<file path="src/rtl/sfpc_pkg.sv">
// sfpc_pkg: shared types and codes for the size-class free-pointer cache.
// Payload structs, request/result codes and the controller/datapath link.
// No dependencies.
package sfpc_pkg;

  localparam int PTR_W = 48;   // pointer field width on both channels

  typedef enum logic [1:0] {
    REQ_ALLOC  = 2'd0,
    REQ_FREE   = 2'd1,
    REQ_REFILL = 2'd2,
    REQ_NONE   = 2'd3
  } req_type_e;

  typedef enum logic [1:0] {
    KIND_ALLOC      = 2'd0,
    KIND_OOM        = 2'd1,
    KIND_REFILL_REQ = 2'd2,
    KIND_FLUSH      = 2'd3
  } kind_e;

  typedef struct packed {
    logic [1:0]       req_type;
    logic [2:0]       size_class;
    logic [PTR_W-1:0] pointer;
    logic             has_pointer;
    logic             last;
  } req_t;

  typedef struct packed {
    logic [1:0]       kind;
    logic [2:0]       out_class;
    logic [PTR_W-1:0] out_pointer;
    logic [5:0]       request_count;
    logic             last_of_run;
  } rsp_t;

  // controller -> datapath
  typedef struct packed {
    logic  capture;
    logic  push;
    logic  pop;
    logic  set_pending;
    logic  clr_pending;
    logic  flush_load;
    logic  flush_step;
    logic  emit;
    kind_e kind;
    logic  last;
  } sfpc_cmd_t;

  // datapath -> controller
  typedef struct packed {
    req_type_e req_type;
    logic      cls_ok;
    logic      cnt_zero;
    logic      cnt_lt_cap;
    logic      cnt_lt_hw;
    logic      pending;
    logic      has_ptr;
    logic      last;
    logic      flush_due;
    logic      flush_last;
    logic      slot_free;
  } sfpc_status_t;

endpackage

</file>
<file path="src/rtl/sfpc_ctrl.sv">
// sfpc_ctrl: sequencing state machine of the free-pointer cache.
// Depends on sfpc_pkg; drives sfpc_dp through sfpc_cmd_t.
module sfpc_ctrl import sfpc_pkg::*; (
  input  logic         clk,
  input  logic         rst,
  input  logic         req_valid,
  output logic         req_ready,
  input  sfpc_status_t status,
  output sfpc_cmd_t    cmd
);

  typedef enum logic [2:0] {
    S_IDLE,
    S_EXEC,
    S_ANSWER,
    S_FLUSH,
    S_OUT
  } state_t;

  state_t state, state_next;
  kind_e  kind_q, kind_next;
  logic   last_q, last_next;

  assign req_ready = (state == S_IDLE);

  always_comb begin
    cmd        = '0;
    state_next = state;
    kind_next  = kind_q;
    last_next  = last_q;
    unique case (state)
      S_IDLE: begin
        cmd.capture = req_valid;
        if (req_valid) state_next = S_EXEC;
      end
      S_EXEC: begin
        unique case (status.req_type)
          REQ_ALLOC: begin
            last_next = 1'b1;
            if (!status.cls_ok) begin
              state_next = S_IDLE;
            end else if (!status.cnt_zero) begin
              cmd.pop    = 1'b1;
              kind_next  = KIND_ALLOC;
              state_next = S_OUT;
            end else if (status.pending) begin
              kind_next  = KIND_OOM;
              state_next = S_OUT;
            end else begin
              cmd.set_pending = 1'b1;
              kind_next       = KIND_REFILL_REQ;
              state_next      = S_OUT;
            end
          end
          REQ_FREE: begin
            if (!status.cls_ok) begin
              state_next = S_IDLE;
            end else begin
              cmd.push = status.cnt_lt_cap;
              if (status.flush_due) begin
                cmd.flush_load = 1'b1;
                state_next     = S_FLUSH;
              end else begin
                state_next = S_IDLE;
              end
            end
          end
          REQ_REFILL: begin
            if (!status.pending) begin
              state_next = S_IDLE;
            end else begin
              cmd.push = status.has_ptr & status.cnt_lt_hw;
              if (status.last) begin
                cmd.clr_pending = 1'b1;
                state_next      = S_ANSWER;
              end else begin
                state_next = S_IDLE;
              end
            end
          end
          REQ_NONE: state_next = S_IDLE;
        endcase
      end
      S_ANSWER: begin
        // count now includes the last refill push
        last_next  = 1'b1;
        state_next = S_OUT;
        if (!status.cnt_zero) begin
          cmd.pop   = 1'b1;
          kind_next = KIND_ALLOC;
        end else begin
          kind_next = KIND_OOM;
        end
      end
      S_FLUSH: begin
        cmd.pop        = 1'b1;
        cmd.flush_step = 1'b1;
        kind_next      = KIND_FLUSH;
        last_next      = status.flush_last;
        state_next     = S_OUT;
      end
      S_OUT: begin
        cmd.kind = kind_q;
        cmd.last = last_q;
        if (status.slot_free) begin
          cmd.emit   = 1'b1;
          state_next = (kind_q == KIND_FLUSH && !last_q) ? S_FLUSH : S_IDLE;
        end
      end
      default: state_next = S_IDLE;
    endcase
  end

  always_ff @(posedge clk) begin
    if (rst) begin
      state  <= S_IDLE;
      kind_q <= KIND_ALLOC;
      last_q <= 1'b0;
    end else begin
      state  <= state_next;
      kind_q <= kind_next;
      last_q <= last_next;
    end
  end

endmodule

</file>
<file path="config.mk">
export PLATFORM = sky130hd
export DESIGN_NAME = sfpc_ctrl
export DESIGN_NICKNAME = d
export VERILOG_FILES = /design/src/rtl/sfpc_pkg.sv /design/src/rtl/sfpc_ctrl.sv
export SDC_FILE = /design/constraint.sdc
export NUM_CORES = 1
export LEC_CHECK = 0
export ABC_CLOCK_PERIOD_IN_PS = 1730
export BUFFER_PORTS_ARGS = -buffer_cell sky130_fd_sc_hd__buf_2
export CAP_MARGIN = 0
export CORE_AREA = 2 2 39 41
export CTS_CLUSTER_SIZE = 12
export DETAILED_ROUTE_END_ITERATION = 7
export DIE_AREA = 0 0 41 43
export HOLD_SLACK_MARGIN = 0.15
export MAX_ROUTING_LAYER = met4
export PLACE_DENSITY = 0.69
export SLEW_MARGIN = 20
export SYNTH_ARGS = -nofsm -noshare
export SYNTH_HDL_FRONTEND = slang
export SYNTH_SLANG_ARGS = --single-unit
</file>
<file path="constraint.sdc">
create_clock -name clk -period 1.73 [get_ports clk]
set_clock_uncertainty 0.1 [all_clocks]
set_input_delay 0.346 -clock clk [delete_from_list [all_inputs] [get_ports clk]]
set_output_delay 0.346 -clock clk [all_outputs]
set_load 0.02 [all_outputs]
</file>
==> flow_summary_export.csv <==
group,metric,value,unit
run_status,outcome,"complete, but fails checks",
run_status,violations,"negative setup slack",
sta,worst_pin_slew,0.457,ns
job,cap_violations,0,
sta,setup_viol,1,
finish,area_delta_synth_final,66.8,%
clock_tree,clock_path_buffers,2,
place,hpwl,1.03,mm
global_routing,grt_pass1_vias,558,
clock_tree,clk_pin_slew_worst_paths,0.05,ns
setup_path,crit_fanout,2,
sta,hold_viol_final,0,
sta,slew_viol_final,0,
sta,fin_crit,1.75,ns
floorplan,die-area,1760,um2
clock_tree,ctsHtreeMaxLevel,1,
sta,tns,-0.0166,ns
logic_synthesis,yosys_warnings,0,
setup_path,endpoint_kind,"primary output",
finish,final_cells,113,
clock_tree,cts_tree,"done",
pwr,powerDensity,499,nW/um2
place,place.gp.congestion,0.772,
floorplan,core-area,1380,um2
floorplan,start_util,35.7,%
finish,final_common_cell,"buf_2",
detailed_routing,ant_nets,0,
logic_synthesis,ys_seq_area_share,24.3,%
clock_tree,cts-root-buf,"clkbuf_4",
clock_tree,clk_latency,0.25,ns
finish,final_core_util,59.6,%
clock_tree,clock-sinks,6,
detailed_routing,drtIter0Drc,4,
logic_synthesis,synth_area,494,um2
logic_synthesis,synthesis.nets,79,
logic_synthesis,synth_edf_count,0,
setup_path,cp.required,1.28,ns
finish,final-seq-area,129,um2
place,port_buffers,26,
sta,grt_setup_unrepaired,"yes",
global_routing,grt_max_degree,11,
floorplan,die_h,43,um
sta,finalCritPeriodShare,101,%
logic_synthesis,ys.flop_type,"dfxtp_1",
pwr,totalPowerFinal,0.000411,W
detailed_routing,drcViolationCount,0,
logic_synthesis,yosysUniqueCellTypes,34,
finish,final_cell_mix,"buf_2 (19), buf_4 (11), buf_6 (6)",
clock_tree,cts_buffers,3,
sta,setup_slack,-0.0166,ns
logic_synthesis,synth_seq_cells,6,
setup_path,worstSetupPathType,"in -> out",
setup_path,reg2reg_slack,0.20,ns
global_routing,antenna_found_initial,0,
finish,num_antenna_cells,0,
logic_synthesis,async_flop_share,0,%
detailed_routing,totalWireLength,1.32,mm
detailed_routing,dr.pass1.iters,4,
finish,fin_nets,117,
setup_path,cp.arrival,1.30,ns
pwr,leakage,0.376,nW
worst_hold_path,worstHoldPathType,"in -> reg",
detailed_routing,vias,584,
detailed_routing,wl_per_cell,11.6,um
logic_synthesis,avgSynthCellArea,8.10,um2
sta,fmax,0.573,GHz
finish,multi_input_area,389,um2
place,dp_cells,108,
floorplan,placementRows,14,
floorplan,fp.dieW,41,um
logic_synthesis,syn-instance-count,61,
detailed_routing,via_per_inst,5.17,
global_routing,grt_overflow_total,0,
pwr,ir_drop,0.000244,V
finish,drive_above_1_share,60.8,%
finish,fill_cells,130,
floorplan,ios,27,
setup_path,cp-start-kind,"primary input",
sta,slew_headroom,68.8,%
global_routing,grt_pass1_wl,2.33,mm
global_routing,grtUsageTotal,19.5,%
==> layer usage <==
| layer | up-vias | global-route usage (%) | routed length [um] |
|---|---|---|---|
| met5 | - | - | 0 |
| met3 | 4 | 3.14 | 67 |
| met4 | 0 | 8.00 | 21 |
| met1 | 260 | 23.8 | 559 |
| li1 | 297 | - | - |
| met2 | 23 | 30.6 | 666 |
==> cell usage after synthesis, types with 2 or more instances <==
cell	count	area, um2
ha_1	3	37.5
nand2_1	2	7.51
and2_1	4	25.0
nand3_1	3	15.0
dfxtp_1	6	120
nor2_1	4	15.0
o21a_1	2	15.0
and3_1	3	18.8
nand3b_1	2	15.0
nor2_2	2	12.5
a21oi_1	3	15.0
inv_1	5	18.8
==> through the flow <==
step / setup WS [ns] / hold WS (ns) / instance area [um2]
2_1_floorplan: -0.0188 / 0.315 / 503
3_3_place_gp: -0.0675 / 0.372 / 691
3_5_place_dp: -0.100 / 0.369 / 691
4_1_cts: -0.00583 / 0.190 / 762
5_1_grt: -0.0695 / 0.203 / 825
6_report: -0.0166 / 0.198 / 825
==> what timing repair did <==
action,in CTS,in global routing
gates cloned,0,0
buffers inserted,1,1
endpoints found under the setup margin,7,10
hold buffers,0,0
pin swaps,4,2
gates resized for setup,15,16
==> worst paths after layout <==
| path | start | to | cells after the start |
|---|---|---|---|
| worst max register to register | state[0]$_SDFFE_PP0P_ | kind_q[0]$_SDFFE_PP0P_ | 4 |
| worst min-delay path | rst | state[2]$_SDFFE_PP0P_ | 2 |
| worst min register to register | kind_q[0]$_SDFFE_PP0P_ | kind_q[0]$_SDFFE_PP0P_ | 2 |
| worst max-delay path | status[10] | cmd[8] | 7 |
==> report_power, final <==
part / internal, W / leakage (nW) / switching, W
Sequential: 0.000143 / 0.0506 / 0.00000581
Combinational: 0.0000633 / 0.312 / 0.0000616
Clock: 0.0000791 / 0.0138 / 0.0000588
==> critical path, cell delays in order <==
cell and delay [ns]:
buf_2 0.11, inv_2 0.06, ha_2 0.18, a31oi_2 0.10, or2_4 0.24, o21ai_2 0.13, buf_6 0.14
==> flip-flops by register name (all words and copies together) (netlist names) <==
| register | cells |
|---|---|
| kind_q | 2 |
| last_q | 1 |
| state | 3 |
==> area by class of cell <==
| class | instances | share of cell area (%) |
|---|---|---|
| tap | 16 | 2.43 |
| timing repair buffer | 36 | 29.7 |
| sequential | 6 | 15.6 |
| multi-input combinational | 47 | 47.2 |
| clock buffer | 3 | 2.73 |
| inverter | 5 | 2.28 |
==> logic make-up (layout without fill, tap and decap cells) <==
family / after synthesis / count (layout) / synth area share, %
AND/OR/NAND/NOR: 30 / 30 / 37.5
AO/OA/AOI/OAI: 14 / 14 / 22.3
buffers and inverters: 8 / 44 / 8.35
flip-flops: 6 / 6 / 24.3
adder cells (fa/ha/maj): 3 / 3 / 7.60
No activity file was read; power rests on OpenSTA's default activity.
